[config.mk]
export PLATFORM = sky130hd
export DESIGN_NAME = callout_timer_bank
export DESIGN_NICKNAME = d
export VERILOG_FILES = /design/src/rtl/ctb_pkg.sv /design/src/rtl/ctb_ram.sv /design/src/rtl/callout_timer_bank.sv
export SDC_FILE = /design/constraint.sdc
export NUM_CORES = 1
export LEC_CHECK = 0
export ABC_CLOCK_PERIOD_IN_PS = 4400
export BUFFER_PORTS_ARGS = -buffer_cell sky130_fd_sc_hd__buf_4
export CAP_MARGIN = 20
export CORE_UTILIZATION = 55
export CTS_BUF_LIST = sky130_fd_sc_hd__clkbuf_2
export DETAILED_ROUTE_END_ITERATION = 16
export PLACE_DENSITY = 0.71
export SLEW_MARGIN = 20
export SYNTH_ARGS = -nofsm -noshare
export SYNTH_HDL_FRONTEND = slang
export SYNTH_SLANG_ARGS = --single-unit
[constraint.sdc]
create_clock -name clk -period 4.4 [get_ports clk]
set_input_delay 0.88 -clock clk [delete_from_list [all_inputs] [get_ports clk]]
set_output_delay 0.88 -clock clk [all_outputs]
set_load 0.01 [all_outputs]
[src/rtl/ctb_pkg.sv]
// Shared types and constants for the callout timer bank.
// Holds the request and result beat layouts and the request codes.
// No dependencies.
`default_nettype none

package ctb_pkg;

	// Widths fixed by the request and result layouts.
	localparam int COUNT_W     = 24;
	localparam int SLOT_W      = 4;
	localparam int TYPE_W      = 3;

	// Default sizing of the bank.
	localparam int SLOTS_DEF   = 16;
	localparam int STEP_DEF    = 1;

	// Upper bound on firings reported by a single tick.
	localparam int MAX_RESULTS = 16;

	// Request codes.
	localparam logic [TYPE_W-1:0] REQ_ARM   = 3'd0;
	localparam logic [TYPE_W-1:0] REQ_STOP  = 3'd1;
	localparam logic [TYPE_W-1:0] REQ_QUERY = 3'd2;
	localparam logic [TYPE_W-1:0] REQ_TICK  = 3'd3;
	localparam logic [TYPE_W-1:0] REQ_INIT  = 3'd4;

	typedef struct packed {
		logic [TYPE_W-1:0]  req_type;
		logic [SLOT_W-1:0]  slot;
		logic [COUNT_W-1:0] count;
	} req_t;

	typedef struct packed {
		logic [SLOT_W-1:0] result_slot;
		logic              pending;
		logic              fired;
		logic              last;
	} res_t;

endpackage

`default_nettype wire

[src/rtl/ctb_ram.sv]
// Simple dual-port synchronous RAM for the callout timer bank.
// One write port, one read port with registered read data. No dependencies.
`default_nettype none

module ctb_ram #(
	parameter int WIDTH = 1,
	parameter int DEPTH = 16,
	parameter int ADDR_W = (DEPTH > 1) ? $clog2(DEPTH) : 1
) (
	input  wire logic              clk,
	input  wire logic              we,
	input  wire logic [ADDR_W-1:0] waddr,
	input  wire logic [WIDTH-1:0]  wdata,
	input  wire logic [ADDR_W-1:0] raddr,
	output logic      [WIDTH-1:0]  rdata
);

	logic [WIDTH-1:0] mem_q [0:DEPTH-1];

	// Write port.
	always_ff @(posedge clk) begin
		if (we) begin
			mem_q[waddr] <= wdata;
		end
	end

	// Read port with registered read data.
	always_ff @(posedge clk) begin
		rdata <= mem_q[raddr];
	end

endmodule

`default_nettype wire

[src/rtl/callout_timer_bank.sv]
// Arm and init take effect at the accepting edge and keep busy low.
// Stop and query hold busy in ST_OP; its answer beat is registered and strobes after it.
// A tick holds busy in ST_SCAN and ST_FLUSH: one slot per cycle through the count and
// armed memories, firing beats stream during the sweep and the final one follows it.
// Reset clears every listed bit at once; no clearing pass is needed.
// Depends on ctb_pkg and ctb_ram.
`default_nettype none

module callout_timer_bank import ctb_pkg::*; #(
	parameter int SLOTS = SLOTS_DEF,
	parameter int STEP  = STEP_DEF
) (
	input  wire logic clk,
	input  wire logic arst_n,
	input  wire logic start,
	input  wire req_t req,
	output logic      busy,
	output logic      strobe,
	output res_t      result
);

	localparam int IDX_W = (SLOTS > 1) ? $clog2(SLOTS) : 1;
	localparam int NUM_W = $clog2(MAX_RESULTS + 1);

	localparam logic [1:0] ST_IDLE  = 2'd0;
	localparam logic [1:0] ST_OP    = 2'd1;
	localparam logic [1:0] ST_SCAN  = 2'd2;
	localparam logic [1:0] ST_FLUSH = 2'd3;

	logic [1:0]         state_q;
	logic [SLOTS-1:0]   listed_q;
	logic               res_valid_q;
	res_t               result_q;

	// Request decode.
	logic               accept;
	logic [IDX_W+3:0]   slot_wide;
	logic [IDX_W-1:0]   req_idx;
	logic               req_in_range;

	// Held stop or query.
	logic               op_stop_q;
	logic               op_valid_q;
	logic [IDX_W-1:0]   op_idx_q;
	logic [SLOT_W-1:0]  op_slot_q;

	// Tick sweep.
	logic [IDX_W-1:0]   scan_idx_q;
	logic [IDX_W:0]     scan_next;
	logic [IDX_W+3:0]   scan_wide;
	logic [SLOT_W-1:0]  scan_slot;
	logic               scan_end;
	logic [NUM_W-1:0]   fire_n_q;
	logic               hold_valid_q;
	logic [SLOT_W-1:0]  hold_slot_q;
	logic               cur_listed;
	logic               fire_now;
	logic [COUNT_W:0]   cnt_ext;
	logic [COUNT_W:0]   step_ext;
	logic [COUNT_W:0]   cnt_diff;
	logic [COUNT_W-1:0] new_cnt;

	// Memory ports.
	logic [IDX_W-1:0]   rd_addr;
	logic               cnt_we;
	logic [IDX_W-1:0]   cnt_waddr;
	logic [COUNT_W-1:0] cnt_wdata;
	logic [COUNT_W-1:0] cnt_rdata;
	logic               arm_we;
	logic [0:0]         arm_wdata;
	logic [0:0]         arm_rdata;

	// Result beat staged for the output register.
	logic               emit;
	res_t               emit_res;
	logic               op_pending;

	assign busy   = (state_q != ST_IDLE);
	assign strobe = res_valid_q;
	assign result = result_q;
	assign accept = start && !busy;

	// Map the request slot onto a memory index and check it against the bank size.
	assign slot_wide    = {{IDX_W{1'b0}}, req.slot};
	assign req_idx      = slot_wide[IDX_W-1:0];
	assign req_in_range = (slot_wide < (IDX_W + 4)'(SLOTS));

	// Sweep position and the slot number it reports.
	assign scan_next = {1'b0, scan_idx_q} + (IDX_W + 1)'(1);
	assign scan_wide = {4'b0000, scan_idx_q};
	assign scan_slot = scan_wide[SLOT_W-1:0];
	assign scan_end  = (scan_idx_q == IDX_W'(SLOTS - 1));

	// Countdown update for the slot whose data has just been read.
	assign cur_listed = listed_q[scan_idx_q];
	assign cnt_ext    = {1'b0, cnt_rdata};
	assign step_ext   = (COUNT_W + 1)'(STEP);
	assign cnt_diff   = cnt_ext - step_ext;

	always_comb begin
		if (cnt_rdata == COUNT_W'(1)) begin
			new_cnt = '0;
		end else if (cnt_ext <= step_ext) begin
			new_cnt = COUNT_W'(1);
		end else begin
			new_cnt = cnt_diff[COUNT_W-1:0];
		end
	end

	assign fire_now = (state_q == ST_SCAN) && cur_listed && (cnt_rdata == COUNT_W'(1))
		&& arm_rdata[0] && (fire_n_q < NUM_W'(MAX_RESULTS));

	// Read address: the sweep reads one slot ahead, a tick slot 0, else the requested slot.
	always_comb begin
		if (state_q == ST_SCAN) begin
			rd_addr = scan_next[IDX_W-1:0];
		end else if (req.req_type == REQ_TICK) begin
			rd_addr = '0;
		end else begin
			rd_addr = req_idx;
		end
	end

	// Count memory writes come from arm requests and from the tick sweep.
	assign cnt_we = (accept && (req.req_type == REQ_ARM) && req_in_range)
		|| ((state_q == ST_SCAN) && cur_listed && (cnt_rdata != '0));
	assign cnt_waddr = (state_q == ST_SCAN) ? scan_idx_q : req_idx;
	assign cnt_wdata = (state_q == ST_SCAN) ? new_cnt : req.count;

	// Armed memory writes come from arm and init only; unlisting hides the bit.
	assign arm_we    = accept && req_in_range
		&& ((req.req_type == REQ_ARM) || (req.req_type == REQ_INIT));
	assign arm_wdata = (req.req_type == REQ_ARM) ? 1'b1 : 1'b0;

	ctb_ram #(
		.WIDTH (COUNT_W),
		.DEPTH (SLOTS)
	) u_cnt_ram (
		.clk   (clk),
		.we    (cnt_we),
		.waddr (cnt_waddr),
		.wdata (cnt_wdata),
		.raddr (rd_addr),
		.rdata (cnt_rdata)
	);

	ctb_ram #(
		.WIDTH (1),
		.DEPTH (SLOTS)
	) u_arm_ram (
		.clk   (clk),
		.we    (arm_we),
		.waddr (req_idx),
		.wdata (arm_wdata),
		.raddr (rd_addr),
		.rdata (arm_rdata)
	);

	// Select the result beat produced in this cycle, if any.
	assign op_pending = op_valid_q && listed_q[op_idx_q] && arm_rdata[0];

	always_comb begin
		emit     = 1'b0;
		emit_res = '0;
		case (state_q)
			ST_OP: begin
				emit     = 1'b1;
				emit_res = '{result_slot: op_slot_q, pending: op_pending,
					fired: 1'b0, last: 1'b1};
			end
			ST_SCAN: begin
				emit     = fire_now && hold_valid_q;
				emit_res = '{result_slot: hold_slot_q, pending: 1'b0,
					fired: 1'b1, last: 1'b0};
			end
			ST_FLUSH: begin
				emit     = hold_valid_q;
				emit_res = '{result_slot: hold_slot_q, pending: 1'b0,
					fired: 1'b1, last: 1'b1};
			end
			default: begin
				emit     = 1'b0;
			end
		endcase
	end

	// Sequencer, listed bits and output strobe.
	always_ff @(posedge clk or negedge arst_n) begin
		if (!arst_n) begin
			state_q      <= ST_IDLE;
			listed_q     <= '0;
			res_valid_q  <= 1'b0;
			scan_idx_q   <= '0;
			fire_n_q     <= '0;
			hold_valid_q <= 1'b0;
		end else begin
			res_valid_q <= emit;
			case (state_q)
				ST_IDLE: begin
					if (accept) begin
						case (req.req_type)
							REQ_ARM: begin
								if (req_in_range) begin
									listed_q[req_idx] <= 1'b1;
								end
							end
							REQ_STOP, REQ_QUERY: begin
								state_q <= ST_OP;
							end
							REQ_TICK: begin
								state_q      <= ST_SCAN;
								scan_idx_q   <= '0;
								fire_n_q     <= '0;
								hold_valid_q <= 1'b0;
							end
							default: begin
								state_q <= ST_IDLE;
							end
						endcase
					end
				end
				ST_OP: begin
					if (op_stop_q && op_valid_q) begin
						listed_q[op_idx_q] <= 1'b0;
					end
					state_q <= ST_IDLE;
				end
				ST_SCAN: begin
					if (fire_now) begin
						hold_valid_q <= 1'b1;
						fire_n_q     <= fire_n_q + NUM_W'(1);
					end
					if (scan_end) begin
						state_q <= ST_FLUSH;
					end else begin
						scan_idx_q <= scan_next[IDX_W-1:0];
					end
				end
				ST_FLUSH: begin
					hold_valid_q <= 1'b0;
					state_q      <= ST_IDLE;
				end
				default: begin
					state_q <= ST_IDLE;
				end
			endcase
		end
	end

	// Payload registers: held request, held firing and the result beat.
	always_ff @(posedge clk) begin
		if (accept) begin
			op_stop_q  <= (req.req_type == REQ_STOP);
			op_valid_q <= req_in_range;
			op_idx_q   <= req_idx;
			op_slot_q  <= req.slot;
		end
		if (fire_now) begin
			hold_slot_q <= scan_slot;
		end
		if (emit) begin
			result_q <= emit_res;
		end
	end

endmodule

`default_nettype wire

== Yosys cells after proc, flatten, opt, wreduce, memory -nomap -nowiden ==
Memory sizes are Yosys's and may differ from the RTL's. A register that Yosys moved wholly into a read port is not among the register bits.
Cells that the tools add are included.
Widths: inputs -> output; s select.

* Register bits: 46
* Bits in writable memories: 400
* Word-level logic and storage cells: 123
* Memories kept: 2

* $add $sub $neg: 3
* Order comparisons: 8
* Equality and inequality tests: 18
* Mux-type cells: 42
* Bitwise gates (word level): 3
* Reductions and logical operators: 33

{| class="wikitable"
|+ Memory list
! memory !! words !! bits a word !! read ports !! clocked after Yosys merged registers in !! wr ports !! RTL line !! text
|-
| u_cnt_ram.mem_q || 16 || 24 || 1 || 1 || 1 || ctb_ram.sv:18 || <nowiki>logic [WIDTH-1:0] mem_q [0:DEPTH-1];</nowiki>
|-
| u_arm_ram.mem_q || 16 || 1 || 1 || 1 || 1 || ctb_ram.sv:18 ||
|}

{| class="wikitable"
|+ Operator list
! cell !! count
|-
| $mux 24 || 3
|-
| $mux 16 || 4
|-
| $pmux 16 s2 || 1
|-
| $eq 24x1->1 const B || 1
|-
| $le 24x1->1 const B || 1
|-
| $mux 4 || 6
|-
| $reduce_bool 24->1 || 1
|-
| $sub 24x1->24 const B || 1
|-
| $pmux 7 s3 || 1
|-
| $lt 4x5->1 const B || 4
|-
| $ne 2x2->1 const B || 9
|-
| $and 16x16->16 || 1
|-
| $logic_and 1x1->1 || 16
|-
| $not 16->16 || 1
|-
| $or 16x16->16 || 1
|-
| $mux 5 || 3
|-
| $mux 1 || 12
|-
| $pmux 2 s3 || 2
|-
| $reduce_and 4->1 || 3
|-
| $pmux 5 s2 || 1
|-
| $bmux 1 s4 || 2
|-
| $demux 1 s4 || 2
|-
| $ge 4x1->1 const B || 2
|-
| $pmux 4 s2 || 1
|-
| other kinds (20) || 28
|}

== Depth between registers and ports, before layout ==
Gate-level depths: netlist of the first run.

* Depth in word-level cells: 9
* Depth in mapped cells: 10

== Cells and area by module ==
Synthesis of the first run repeated with hierarchy kept, for this count alone.

* Cells, all modules: 1041
* Area total of the unflattened synthesis: 18810.5 um^2

{| class="wikitable"
|+ By module, submodules not included
! module !! times used !! cells each !! area each (um^2) !! sequential area each (um^2)
|-
| ctb_ram (u_cnt_ram) || 1 || 636 || 14930.6 || 12011.5
|-
| callout_timer_bank || 1 || 358 || 3134.3 || 1206.2
|-
| ctb_ram (u_arm_ram) || 1 || 47 || 745.7 || 500.5
|}

== Worst setup path before layout of the first run ==
No wires, ideal clock.

* Kind: input to register
* Start: input req[30] in the netlist's numbering
* End: memory u_cnt_ram.mem_q[0][0] in the netlist's numbering, enable pin
* Library setup time: 0.435 ns
* Data arrival time: 4.086 ns
* Required time: 3.965 ns
* Setup slack: -0.121 ns
* Stages on the path: 5
* Buffers on the path: 1
* Cells stage by stage: nor3_1 nand2_1 a21boi_1 buf_2 nor3_1

* Cells in the longest elaborated chain, start to end: 6

{| class="wikitable"
|+ Ends and longest elaborated chain
! what !! RTL line !! text
|-
| start, declared || callout_timer_bank.sv:16 || <nowiki>input wire req_t req,</nowiki>
|-
| $logic_not 3->1 || callout_timer_bank.sv:125 || <nowiki>assign cnt_we = (accept && (req.req_type == REQ_ARM) && req_in_range)</nowiki>
|-
| $logic_and 1x1->1 (2 in series) || callout_timer_bank.sv:125 ||
|-
| $logic_or 1x1->1 || callout_timer_bank.sv:126 || <nowiki>|| ((state_q == ST_SCAN) && cur_listed && (cnt_rdata != '0));</nowiki>
|-
| $mux 1 || ctb_ram.sv:22 || <nowiki>if (we) begin</nowiki>
|-
| $mux 1 (implied by the code) || ctb_ram.sv:23 || <nowiki>mem_q[waddr] <= wdata;</nowiki>
|-
| end, declared || ctb_ram.sv:18 ||
|}

No other way between the ends.

== Worst setup path in the final report of the first run ==
* Start: register state_q[1]
* End: memory u_cnt_ram.mem_q[6][13] in the netlist's numbering (data pin)

* Cells in the longest elaborated chain, start to end: 2

{| class="wikitable"
|+ Ends and longest elaborated chain
! what !! RTL line !! text
|-
| start, declared || callout_timer_bank.sv:30 || <nowiki>logic [1:0] state_q;</nowiki>
|-
| start signal, assigned || callout_timer_bank.sv:190 || <nowiki>state_q <= ST_IDLE;</nowiki>
|-
| start signal, assigned || callout_timer_bank.sv:208 || <nowiki>state_q <= ST_OP;</nowiki>
|-
| start signal, assigned || callout_timer_bank.sv:211 || <nowiki>state_q <= ST_SCAN;</nowiki>
|-
| $eq 2x2->1 || callout_timer_bank.sv:128 || <nowiki>assign cnt_wdata = (state_q == ST_SCAN) ? new_cnt : req.count;</nowiki>
|-
| $mux 24 || callout_timer_bank.sv:128 ||
|-
| net cnt_wdata[13] || callout_timer_bank.sv:67 || <nowiki>logic [COUNT_W-1:0] cnt_wdata;</nowiki>
|}

The timed path passes the listed nets, and every way through them passes these cells.

==> run summary, run 1 <==
Leaving out fill and tap cells, the most frequent cell in the layout is sky130_fd_sc_hd__edfxtp_1. The worst path buffer plus inverter count is 1. TritonCTS built the clock tree. The mean instance size in the synthesized netlist came out at 18.09 µm². Along the worst path, the maximum fanout reaches 23.

The total of fill cells in the finished design came out at 2420. Clock skew on the completed layout was measured at 0.08052 ns. From synthesis to final layout, the design area changed by 11.95%. The class of the tightest hold or removal check is in2reg. The complex-gate fraction of the synthesized area came out at 0.05067.

The HPWL after detailed placement is 24.19 mm. The final count of pins violating max slew is 0. Of the total synthesized cell area, the portion taken by AND, OR, NAND and NOR gates is 0.05419. The async set-or-reset flop fraction in the synthesized netlist came out at 0.06170. The clock period minus final worst setup slack came out at 3.707 ns. The overall die width came out at 187.0 µm.

The TritonCTS sink count is 470. The number of buffers created by CTS came out at 110. The number of antenna violations at the first check in global routing is 1.

The final worst-path setup slack is 0.6930 ns. The post-CTS setup repair buffer count came out at 0. The required time at the worst-slack endpoint is 5.00 ns.

After detailed routing, the number of remaining DRC violations is 0. STA puts the critical path data arrival time at 4.31 ns. The core area came out at 33620 µm². The standard-cell row count is 67. For this run, the leading register cell type out of synthesis is sky130_fd_sc_hd__edfxtp_1.

The number of failing setup endpoints in the final timing report is 0. The number of max-capacitance violations reported came out at 0. The top cell type's share of synthesized area came out at 0.6639. The total number of vias is 10443. In this run the power density over the cells is 565.8 nW/µm². The critical path is of the reg2reg type. The detail-routed net length per standard cell came out at 24.07 µm. Summed over all cells, the static leakage comes to 0.007298 µW. The largest net degree at the start of global routing is 57. In the routed layout, each cell is associated on average with a via count of 6.009.

Timing would allow up to 269.8 MHz. The post-placement setup slack came out at 0.7376 ns. The maximum level of the CTS H-tree came out at 3. The synthesized netlist contains 52 unique library cells.

For this run, the detailed router's first-pass iteration total came to 5. The post-synthesis adder-cell area fraction came out at 0.003325. The first global-routing pass estimated 63.02 mm of wire. Summed over all layers, the routed wires come to 41.84 mm.

The die height came out at 187.0 µm. The root buffer cell chosen for the clock tree is sky130_fd_sc_hd__clkbuf_2. The worst setup path is captured at a flip-flop. The total count of hold-check failures in the final report was 0.

sky130_fd_sc_hd__edfxtp_1 takes more of the synthesized area than any other cell. The count of buffers inserted at the top-level ports came out at 42. The layout cell share with drive strength beyond 1 is 0.3181. The run finished with clean final reports.

Traced cell by cell, the critical path runs through nor2b_1 -> buf_4 -> nand3_1 -> o21ai_1. The total grt overflow came out at 0. STA classifies the critical path startpoint as a flip-flop.

The number of routed nets with antenna violations came out at 0. At the pin with the least slew margin, the transition time is 0.9949 ns. The slowest stage of the critical path is the sky130_fd_sc_hd__o21ai_1 cell. Synthesis produced a netlist with a net count of 1079.

The post-placement cell count came out at 1529. The max-slew headroom at the worst pin came out at 0.3331. The violation count after the first detailed-route iteration came out at 1086. Synthesis produced 1040 cells. The fraction of synthesized cell area in xor and xnor cells came out at 0.01071.

Clock-pin slew was measured on the worst setup and hold paths at 0.11 ns. Of the available clock period, the critical path in the final layout requires 0.8425. After layout, the design draws a total of 11920 µW.

The largest family of logic cells by synthesized area is multiplexers. The number of global-route vias before repair came out at 10580. The worst hold path begins at req[30]. Clock latency on the worst-skew pair, taken at its later pin, is 0.97 ns. Leaving out fill and tap cells, the most frequent cells in the layout are sky130_fd_sc_hd__edfxtp_1, sky130_fd_sc_hd__clkbuf_2, sky130_fd_sc_hd__mux4_2.

The fraction of synthesized area in multiplexers came out at 0.1321. The final weighted congestion in routability-driven placement is 0.8371. In this run the critical register-to-register path is launched from state_q[1]$_DFFE_PN0P_. For this configuration, the core starts out at a cell density of 0.5598. The finished layout holds 1738 standard cells, fillers aside. The most critical setup path has its startpoint at state_q[1]$_DFFE_PN0P_.

Across every metal layer, demand over resource in global routing totals 0.2462. The worst ir drop on vdd is 0.3880 mV. The die area is 34960 µm². Setup repair after global routing left no endpoint under its margin. The number of buffers between clock root and the deepest sink came out at 3. For this run, the post-layout net count is 1233.

The netlist area before placement is 18820 µm². The part of the Yosys area used for sequential elements came out at 0.7290. The warning count from the yosys run came out at 0.

The family with the most delay on the worst path is simple AND/OR/NAND/NOR gates. The number of enable flip-flop cells after synthesis came out at 416. For this design the top-level I/O count stands at 43. After synthesis, the cell types taking the most area are sky130_fd_sc_hd__edfxtp_1, sky130_fd_sc_hd__mux4_2, sky130_fd_sc_hd__dfrtp_1, sky130_fd_sc_hd__dfxtp_1, sky130_fd_sc_hd__a22oi_1. The number of storage elements in the synthesis netlist is 470. The delay of the slowest critical-path stage is 0.99 ns.
## cells by family after synthesis
| logic type | after synthesis |
|---|---|
| fa+ha+maj | 5 |
| mux | 114 |
| compound gates | 143 |
| buf+inv | 71 |
| simple gates | 214 |
| xor+xnor | 23 |
| flops | 470 |
## metrics by stage
step	utilization	cell area (µm²)	hold slack, ns	setup TNS (ns)
after floorplan	-	18820	0.4196	-28.96
after global placement	0.5937	19960	0.5096	0
after detailed placement	0.5937	19960	0.5164	0
after CTS	0.6263	21060	0.08053	0
after global routing	0.6266	21070	0.06238	0
final	0.6266	21070	0.1478	0
## report_power, final
group          switching [µW]  total [µW]  internal, µW
Clock                    1700        2880          1180
Combinational            1800        3150          1350
Sequential                295        5890          5590
## timing repair
item	CTS	global route
gates resized for setup	0	0
endpoints found under the hold margin	29	0
hold buffers	1	0
## final timing paths
kind	end	slack, ns	depth (start not counted)
worst min-delay path	state_q[0]$_DFFE_PN0P_	0.15	2
max in group asynchronous	listed_q[13]$_DFFE_PN0P_	3.69	2
min in group asynchronous	state_q[0]$_DFFE_PN0P_	0.38	2
worst min register to register	result[5]$_SDFFCE_PN0P_	0.53	2
worst max register to register	u_cnt_ram.mem_q[6][13]$_DFFE_PP_	0.69	4
worst max-delay path	u_cnt_ram.mem_q[6][13]$_DFFE_PP_	0.69	4
## Yosys cell counts, types with 15 or more instances
cell type                    n
sky130_fd_sc_hd__edfxtp_1  416
sky130_fd_sc_hd__mux4_2    107
sky130_fd_sc_hd__nand2_1    83
sky130_fd_sc_hd__a22oi_1    51
sky130_fd_sc_hd__a21oi_1    36
sky130_fd_sc_hd__nor2_1     36
sky130_fd_sc_hd__nor3_1     36
sky130_fd_sc_hd__dfrtp_1    29
sky130_fd_sc_hd__clkbuf_1   27
sky130_fd_sc_hd__dfxtp_1    25
sky130_fd_sc_hd__o21ai_0    25
sky130_fd_sc_hd__buf_2      18
sky130_fd_sc_hd__xnor2_1    15
## per-layer routing
layer,global-route usage,vias to the layer above,share of wire
li1,-,4580,-
met1,0.3484,5322,0.42
met2,0.3896,471,0.48
met3,0.04484,70,0.074
met4,0.08670,0,0.021
met5,0,-,0
## final cells by class
class | count | area [µm²] | share of cell area
inverter | 11 | 41.29 | 0.001960
tap | 448 | 560.5 | 0.02661
clock buffer | 150 | 750.7 | 0.03564
clock inverter | 57 | 337.8 | 0.01604
antenna | 1 | 2.502 | 0.0001188
timing repair buffer | 102 | 793.3 | 0.03766
sequential | 470 | 13720 | 0.6512
multi-input combinational | 499 | 4861 | 0.2308
## sequential cells by signal (all words and copies together) (netlist names)
| register | flops |
|---|---|
| hold_slot_q | 4 |
| scan_idx_q | 4 |
| result | 7 |
| listed_q | 16 |
| fire_n_q | 5 |
| state_q | 2 |
| u_cnt_ram.rdata | 24 |
| hold_valid_q | 1 |
| strobe | 1 |
| op_slot_q | 4 |
| u_arm_ram.rdata | 1 |
| u_arm_ram.mem_q | 16 |
| u_cnt_ram.mem_q | 384 |
| op_stop_q | 1 |
Note: power is estimated with default switching activity, not from simulation.
==> run 2: changes to the inputs <==
--- a/config.mk
+++ b/config.mk
@@ -5,7 +5,7 @@
 export SDC_FILE = /design/constraint.sdc
 export NUM_CORES = 1
 export LEC_CHECK = 0
-export ABC_CLOCK_PERIOD_IN_PS = 4400
+export ABC_CLOCK_PERIOD_IN_PS = 3800
 export BUFFER_PORTS_ARGS = -buffer_cell sky130_fd_sc_hd__buf_4
 export CAP_MARGIN = 20
 export CORE_UTILIZATION = 55
==> constraint.sdc (replaced) <==
create_clock -name clk -period 3.8 [get_ports clk]
set_input_delay 0.76 -clock clk [delete_from_list [all_inputs] [get_ports clk]]
set_output_delay 0.76 -clock clk [all_outputs]
set_load 0.01 [all_outputs]
==> run 2 against run 1 <==
Compared with the run above: clock-buffer cell count increased by 22; largest cell class unchanged; non-clock buffer count grew 33; critical path depth grew 4; clock skew down 0.011 ns; via count rose by 2.5%; register-to-register slack better by 0.09 ns; maximum frequency increased by 23%; combinational power is 28% higher; wire length up 4.5%; largest power group unchanged.
==> run summary, run 2 (synthesis results as in run 1) <==
The max-slew headroom at the worst pin is 0.3526. The detailed-router iteration count before antenna repair is 6. The final count of pins violating max slew was 0.

In the final layout, the registers with the most flip-flops are u_cnt_ram.mem_q x384, u_cnt_ram.rdata x24. The library cell used most frequently in the layout, excluding fill and tap cells, is sky130_fd_sc_hd__edfxtp_1. After detailed routing, the number of vias per cell comes to 6.075. The required time at the worst-slack endpoint is 4.53 ns.

The number of gates given a new drive strength after cts is 0. Fill cells in the final layout number 2426. The first-pass GRT wire length came out at 67.10 mm. Summed over all nets, the half-perimeter wirelength after detailed placement is 27.79 mm. The count of buffers inserted at the top-level ports came out at 42. The violation count after the first detailed-route iteration is 899. In this run the static leakage power is 0.007474 µW. The total number of vias came out at 10704. The fmax is 331.3 MHz. The worst setup path is of the reg2reg kind. From bottom edge to top edge, the die measures 187.0 µm. The total count of hold-check failures in the final report was 0.

The peak fanout along the critical path is 16. The root cell of the clock tree is sky130_fd_sc_hd__clkbuf_2. The run finished with clean final reports. In this run the core area contains 67 standard-cell rows.

CTS built an H-tree with a depth of 3. More flip-flops sit in one register than any other, and that register is u_cnt_ram.mem_q. The number of hold buffers added after CTS was 6.

The detail-routed net length per standard cell is 24.82 µm. The area used by sequential logic in the layout is 13720 µm². The total area of multi-input combinational cells is 4853 µm².

The ratio of final minimum period to clock period is 0.7943. The number of antenna violations at the first check in global routing is 1. The type of element launching the critical path is a flip-flop.

The post-CTS setup repair buffer count is 0. Buffers inserted during clock tree synthesis total 112. The library cells used most frequently in the layout, excluding fill and tap cells, are sky130_fd_sc_hd__edfxtp_1, sky130_fd_sc_hd__clkbuf_2, sky130_fd_sc_hd__buf_4.

The layout cell share with drive strength beyond 1 is 0.3458. The synthesis-to-layout area growth came out at 13.13%. At the end of the flow the core is filled with cells to 0.6333.

At the pin with the least slew margin, the transition time is 0.9647 ns. The tightest hold margin came out at 0.1356 ns. The power density relative to cell area is 660.3 nW/µm².

Across the run, the number of max-cap violations was 0. The die area is 34960 µm². The class of the tightest hold or removal check is in2reg. The number of failing setup endpoints in the final timing report is 0. For this run, the total global-route usage over all layers was measured as 0.2602. The number of routed nets with antenna violations came out at 0. Clock-pin slew was measured on the worst setup and hold paths at 0.11 ns. The total grt overflow is 0. The TritonCTS sink count came out at 470. The number of placed I/O pins came out at 43.

The number of global-route vias before repair came to 11012. The largest net degree at the start of global routing is 46. The congestion estimate from routability-driven global placement came to 0.8775. The number of cells on the worst reg-to-reg path came out at 8.

The worst setup path is captured at a flip-flop. From left edge to right edge, the die measures 187.0 µm. The worst ir drop on vdd is 0.3868 mV. The initial core utilization is 0.5598. TritonCTS built the clock tree. In this run the deepest clock path goes through 3 buffers. For this run, design rule violations remaining after detail routing come to 0. The clock period minus final worst setup slack is 3.018 ns. The number of flip-flops under the largest register name is 384. The insertion delay to the later sink of the worst-skew pair came out at 1.03 ns. The data arrival time at the worst-slack endpoint came out at 3.74 ns. The worst clock skew on the final layout is 0.06991 ns. The core area came out at 33620 µm².

Setup repair after global routing left no endpoint under its margin. The worst hold path cell count came out at 1. After the last flow step, the layout net total stands at 1268. The final wirelength came out at 43.74 mm.
## run 2: cell types whose count changed in the layout (fill, tap and decap cells not counted), sizes merged
cell,previous run,this run
buf,101,129
inv,13,12
clkinvlp,1,0
clkinv,50,24
dlygate4sd3,1,6
clkbuf,150,172
bufinv,4,1
## run 2: report_power, final
part	switching [µW]	total [µW]	internal (µW)
logic	2340	4030	1690
clock network	1920	3200	1270
registers	351	6830	6480
total	4620	14100	9440
## run 2: critical path, cell delays in order (launching register included)
cell and delay [ns]:
sky130_fd_sc_hd__dfxtp_1 0.37, sky130_fd_sc_hd__nor4_1 0.52, sky130_fd_sc_hd__nor2b_1 0.48, sky130_fd_sc_hd__and4_1 0.27, sky130_fd_sc_hd__nand2_1 0.07, sky130_fd_sc_hd__nand3_1 0.36
sky130_fd_sc_hd__buf_4 0.30, sky130_fd_sc_hd__o21ai_0 0.13, sky130_fd_sc_hd__buf_4 0.22
## run 2: area by class of cell
cell class              count  share of cell area
flip-flops and latches    470              0.6444
multi-input cells         499              0.2280
repair buffers            135             0.05184
clock buffers             172             0.04044
well taps                 448             0.02633
clock inverters            26            0.006935
inverters                  11            0.001940
diodes                      1           0.0001176
## run 2: final timing paths
path / from / to / slack, ns
worst min-delay path: req[25] / op_slot_q[1]$_DFFE_PP_ / 0.14
max in group asynchronous: arst_n / scan_idx_q[0]$_DFFE_PN0P_ / 3.30
min in group asynchronous: arst_n / listed_q[15]$_DFFE_PN0P_ / 0.20
worst max-delay path: u_cnt_ram.rdata[22]$_DFF_P_ / u_cnt_ram.mem_q[12][1]$_DFFE_PP_ / 0.78
worst max register to register: u_cnt_ram.rdata[22]$_DFF_P_ / u_cnt_ram.mem_q[12][1]$_DFFE_PP_ / 0.78
worst min register to register: fire_n_q[1]$_DFFE_PN0P_ / fire_n_q[1]$_DFFE_PN0P_ / 0.54
## run 2: metal layers
| layer | global-route usage | part of all wire | routed length, µm | vias up |
|---|---|---|---|---|
| met2 | 0.4074 | 0.49 | 21310 | 502 |
| met3 | 0.05328 | 0.077 | 3365 | 74 |
| met1 | 0.3697 | 0.41 | 18010 | 5482 |
| met4 | 0.08764 | 0.024 | 1045 | 0 |
| met5 | 0 | 0 | 0 | - |
| li1 | - | - | - | 4646 |
## run 2: stage by stage
| stage | cell area (µm²) | power (µW) | cells | worst slack [ns] | TNS, ns |
|---|---|---|---|---|---|
| 3_3_place_gp | 20220 | 10890 | 1557 | 0.6795 | 0 |
| 3_5_place_dp | 20220 | 10970 | 1557 | 0.6258 | 0 |
| 6_report | 21290 | 14060 | 1762 | 0.7818 | 0 |
| 5_1_grt | 21290 | 14740 | 1762 | 0.7562 | 0 |
| 4_1_cts | 21290 | 14170 | 1761 | 0.8845 | 0 |
| 2_1_floorplan | 18820 | 9451 | 1040 | -0.6007 | -205.66 |
==> run 3: changes to the inputs <==
--- a/config.mk
+++ b/config.mk
@@ -5,13 +5,14 @@
 export SDC_FILE = /design/constraint.sdc
 export NUM_CORES = 1
 export LEC_CHECK = 0
-export ABC_CLOCK_PERIOD_IN_PS = 3800
+export ABC_AREA = 1
+export ABC_CLOCK_PERIOD_IN_PS = 2650
 export BUFFER_PORTS_ARGS = -buffer_cell sky130_fd_sc_hd__buf_4
 export CAP_MARGIN = 20
 export CORE_UTILIZATION = 55
 export CTS_BUF_LIST = sky130_fd_sc_hd__clkbuf_2
 export DETAILED_ROUTE_END_ITERATION = 16
-export PLACE_DENSITY = 0.71
+export PLACE_DENSITY = 0.74
 export SLEW_MARGIN = 20
 export SYNTH_ARGS = -nofsm -noshare
 export SYNTH_HDL_FRONTEND = slang
==> constraint.sdc (replaced) <==
create_clock -name clk -period 2.65 [get_ports clk]
set_input_delay 0.53 -clock clk [delete_from_list [all_inputs] [get_ports clk]]
set_output_delay 0.53 -clock clk [all_outputs]
set_load 0.01 [all_outputs]
==> run 3 against run 2 <==
Compared with the run above: non-clock buffer count rose by 36; worst hold slack lost 0.054 ns; combinational power is essentially flat; global-route usage is 3.3 points higher; register-to-register slack got worse by 0.63 ns; critical endpoint is now busy; highest routed layer unchanged.
==> run summary, run 3 <==
The number of buffers between clock root and the deepest sink came out at 3. The area used by sequential logic in the layout is 13720 µm². The net count after synthesis is 1825.

The final count of pins violating max slew came to 0. The clock period minus final worst setup slack came out at 2.535 ns. The part of the Yosys area used for sequential elements came out at 0.6867. Yosys attributes the largest share of cell area to sky130_fd_sc_hd__edfxtp_1, sky130_fd_sc_hd__a21oi_1, sky130_fd_sc_hd__o21ai_0, sky130_fd_sc_hd__nand3_1, sky130_fd_sc_hd__dfrtp_1.

The number of global-route vias before repair was 14296. Summed over all layers, the global routing overflow is 0. In this run the clock root is driven by a sky130_fd_sc_hd__clkbuf_2. IR analysis of the VDD net gives a maximum drop of 0.4026 mV. Detailed placement finished with a half-perimeter wire length of 31.61 mm. In the synthesized netlist the dominant register cell turns out to be sky130_fd_sc_hd__edfxtp_1. The warning count from the yosys run is 0.

The die height came out at 192.6 µm. The top cell type's share of synthesized area is 0.6253. The number of routed nets with antenna violations came out at 0. sky130_fd_sc_hd__edfxtp_1 takes more of the synthesized area than any other cell.

The final wirelength came out at 53.31 mm. By count the netlist is led by sky130_fd_sc_hd__edfxtp_1, sky130_fd_sc_hd__a21oi_1, sky130_fd_sc_hd__o21ai_0. The endpoint of the lowest-slack register-to-register path is u_cnt_ram.rdata[16]$_DFF_P_.

The clock slew seen by the registers of the worst setup and hold paths came out at 0.12 ns. The startpoint of the most critical setup path is state_q[1]$_DFFE_PN0P_. The required time at the worst-slack endpoint is 2.12 ns.

The congestion estimate from routability-driven global placement came to 0.8881. The global-route total usage across every layer is 0.2928. The tightest min-delay check is of the in2reg type.

The final cell utilization of the core came out at 0.6469. The number of cells on the worst reg-to-reg path came out at 9. The slew of the pin with the lowest slew margin is 0.7129 ns.

Counting flops per register, the top entry is u_cnt_ram.mem_q. The number of distinct library cells after synthesis came out at 40. The first detailed-routing pass ran for 5 iterations. The worst setup path is captured at a primary output. The total number of vias is 14897. Based on the critical path, the design can be clocked at up to 394.5 MHz. The number of failing setup endpoints in the final timing report is 0. Of the available clock period, the critical path in the final layout requires 0.9565. The mean instance size in the synthesized netlist is 11.19 µm². The flow ran to the end, and the final reports show no timing, DRC or antenna violations. The netlist area before placement came out at 19980 µm². The library cell used most frequently in the layout, excluding fill and tap cells, is sky130_fd_sc_hd__edfxtp_1. The synthesis-to-layout area growth is 15.47%. The number of enable flip-flop cells after synthesis came out at 416. Setup repair after global routing left no endpoint under its margin. The via count normalized by instance count came out at 5.909. The number of placed I/O pins is 43. For the worst-skew pair, the clock arrives at the later sink with an insertion delay of 1.08 ns. Port buffering added 42 buffers.

The worst setup path is of the reg2out kind. TritonCTS built the clock tree. The worst-case register-to-register setup slack is 0.15 ns. Power spread over the standard cell area amounts to 778.4 nW/µm². The largest registers in the layout are u_cnt_ram.mem_q x384, u_cnt_ram.rdata x24.

The post-CTS setup repair buffer count came out at 0. The die area is 37090 µm². The maximum level of the CTS H-tree came out at 3. The remaining routing DRC violations came out at 0. In this run the critical register-to-register path is launched from state_q[1]$_DFFE_PN0P_.

For this run, the post-layout net count is 2003. In this run the tightest slew margin relative to its limit is 0.5247. The detail-routed net length per standard cell is 21.14 µm.

The async set-or-reset flop fraction in the synthesized netlist came out at 0.06170. The initial core utilization came out at 0.5603. The first-pass GRT wire length came out at 80.48 mm.

The area of all placed cells without fillers is 23070 µm². The overall die width came out at 192.6 µm. The standard cell area after detailed placement is 21600 µm². The layout has 2754 filler cells. In the layout the commonest cells are sky130_fd_sc_hd__edfxtp_1, sky130_fd_sc_hd__a21oi_1, sky130_fd_sc_hd__o21ai_0. The number of storage elements in the synthesis netlist is 470. The number of antenna violations at the first check in global routing was 1. Of the cells placed in the final design, the portion with a size suffix greater than 1 is 0.1724. The data arrival time at the worst-slack endpoint is 2.00 ns. Max-cap violations in this run came to 0. Yosys instantiated no cell more often than sky130_fd_sc_hd__edfxtp_1. CTS saw 470 sinks. Synthesis handed over a netlist of 1786 instances. The total count of hold-check failures in the final report came out at 0. The standard-cell row count came out at 69. Following the worst setup path forward leads to its endpoint at busy. The number of flip-flops under the largest register name came out at 384. The largest net degree at the start of global routing is 101. The total area of multi-input combinational cells is 5305 µm². STA classifies the critical path startpoint as a flip-flop. Along the worst path, the maximum fanout reaches 10. The core area came out at 35660 µm². The violation count after the first detailed-route iteration is 1676. The leakage component of the power is 0.008708 µW.

The worst clock skew on the final layout came out at 0.1048 ns. The number of buffers created by CTS is 111.
-- run 3: cell types whose count changed after synthesis, moves of 56 or more --
cell / delta
sky130_fd_sc_hd__a21oi_1: +193
sky130_fd_sc_hd__inv_1: +155
sky130_fd_sc_hd__mux4_2: -107
sky130_fd_sc_hd__nand2_1: +56
sky130_fd_sc_hd__nand3_1: +153
sky130_fd_sc_hd__nor2_1: +113
sky130_fd_sc_hd__o21ai_0: +168
-- run 3: what timing repair did --
action	in CTS	in global routing
hold buffers	34	0
endpoints found under the hold margin	267	0
endpoints found under the setup margin	1	147
gates cloned	0	0
resized for setup	1	3
-- run 3: logic make-up after synthesis --
group,after synthesis,share of synthesized area
AO/OA/AOI/OAI,519,0.1381
AND/OR/NAND/NOR,492,0.1062
flip-flops,470,0.6867
buffers and inverters,278,0.05624
XOR/XNOR,22,0.009645
adder cells (fa/ha/maj),5,0.003132
-- run 3: cell type report --
class	instances	share of cell area
diodes	1	0.0001085
repair buffers	171	0.07458
multi-input cells	1038	0.2300
clock inverters	37	0.01052
inverters	172	0.02799
clock buffers	171	0.03710
flip-flops and latches	470	0.5947
well taps	461	0.02501
-- run 3: where the power goes --
part	switching (µW)	internal [µW]
clock network	2900	2040
logic	2720	1270
registers	312	8710
-- run 3: critical path, cell delays in order (launching register included) --
cell and delay, ns:
sky130_fd_sc_hd__dfrtp_1 0.53, sky130_fd_sc_hd__nor2_2 0.21, sky130_fd_sc_hd__inv_1 0.10, sky130_fd_sc_hd__buf_4 0.15
-- run 3: worst min-delay path by stage --
stage / to / cells past startpoint / start
final: u_cnt_ram.mem_q[11][15]$_DFFE_PP_ / 4 / req[15]
after global routing: u_cnt_ram.mem_q[1][2]$_DFFE_PP_ / 4 / req[2]
after CTS: u_cnt_ram.mem_q[11][15]$_DFFE_PP_ / 4 / req[15]
after detailed placement: fire_n_q[4]$_DFFE_PN0P_ / 2 / fire_n_q[4]$_DFFE_PN0P_
after global placement: fire_n_q[4]$_DFFE_PN0P_ / 2 / fire_n_q[4]$_DFFE_PN0P_
after floorplan: fire_n_q[0]$_DFFE_PN0P_ / 0 / arst_n
-- run 3: routing by layer --
layer  global-route usage  vias to the layer above  share of wire
met5                    0                        -              0
met2               0.4404                      872           0.46
met1               0.4047                     7073           0.41
li1                     -                     6824              -
met3              0.06856                      128           0.10
met4               0.1342                        0          0.033
-- run 3: metrics by stage --
step	hold WS [ns]	std cells	setup slack [ns]	TNS (ns)	total power [µW]
5_1_grt	0.07084	2521	0.009214	0	18810
2_1_floorplan	0.2344	1786	-0.3006	-78.41	11550
4_1_cts	0.007497	2520	0.05242	0	17960
6_report	0.08160	2521	0.1154	0	17960
3_5_place_dp	0.4780	2278	0.1701	0	13040
3_3_place_gp	0.4551	2278	0.1921	0	12950
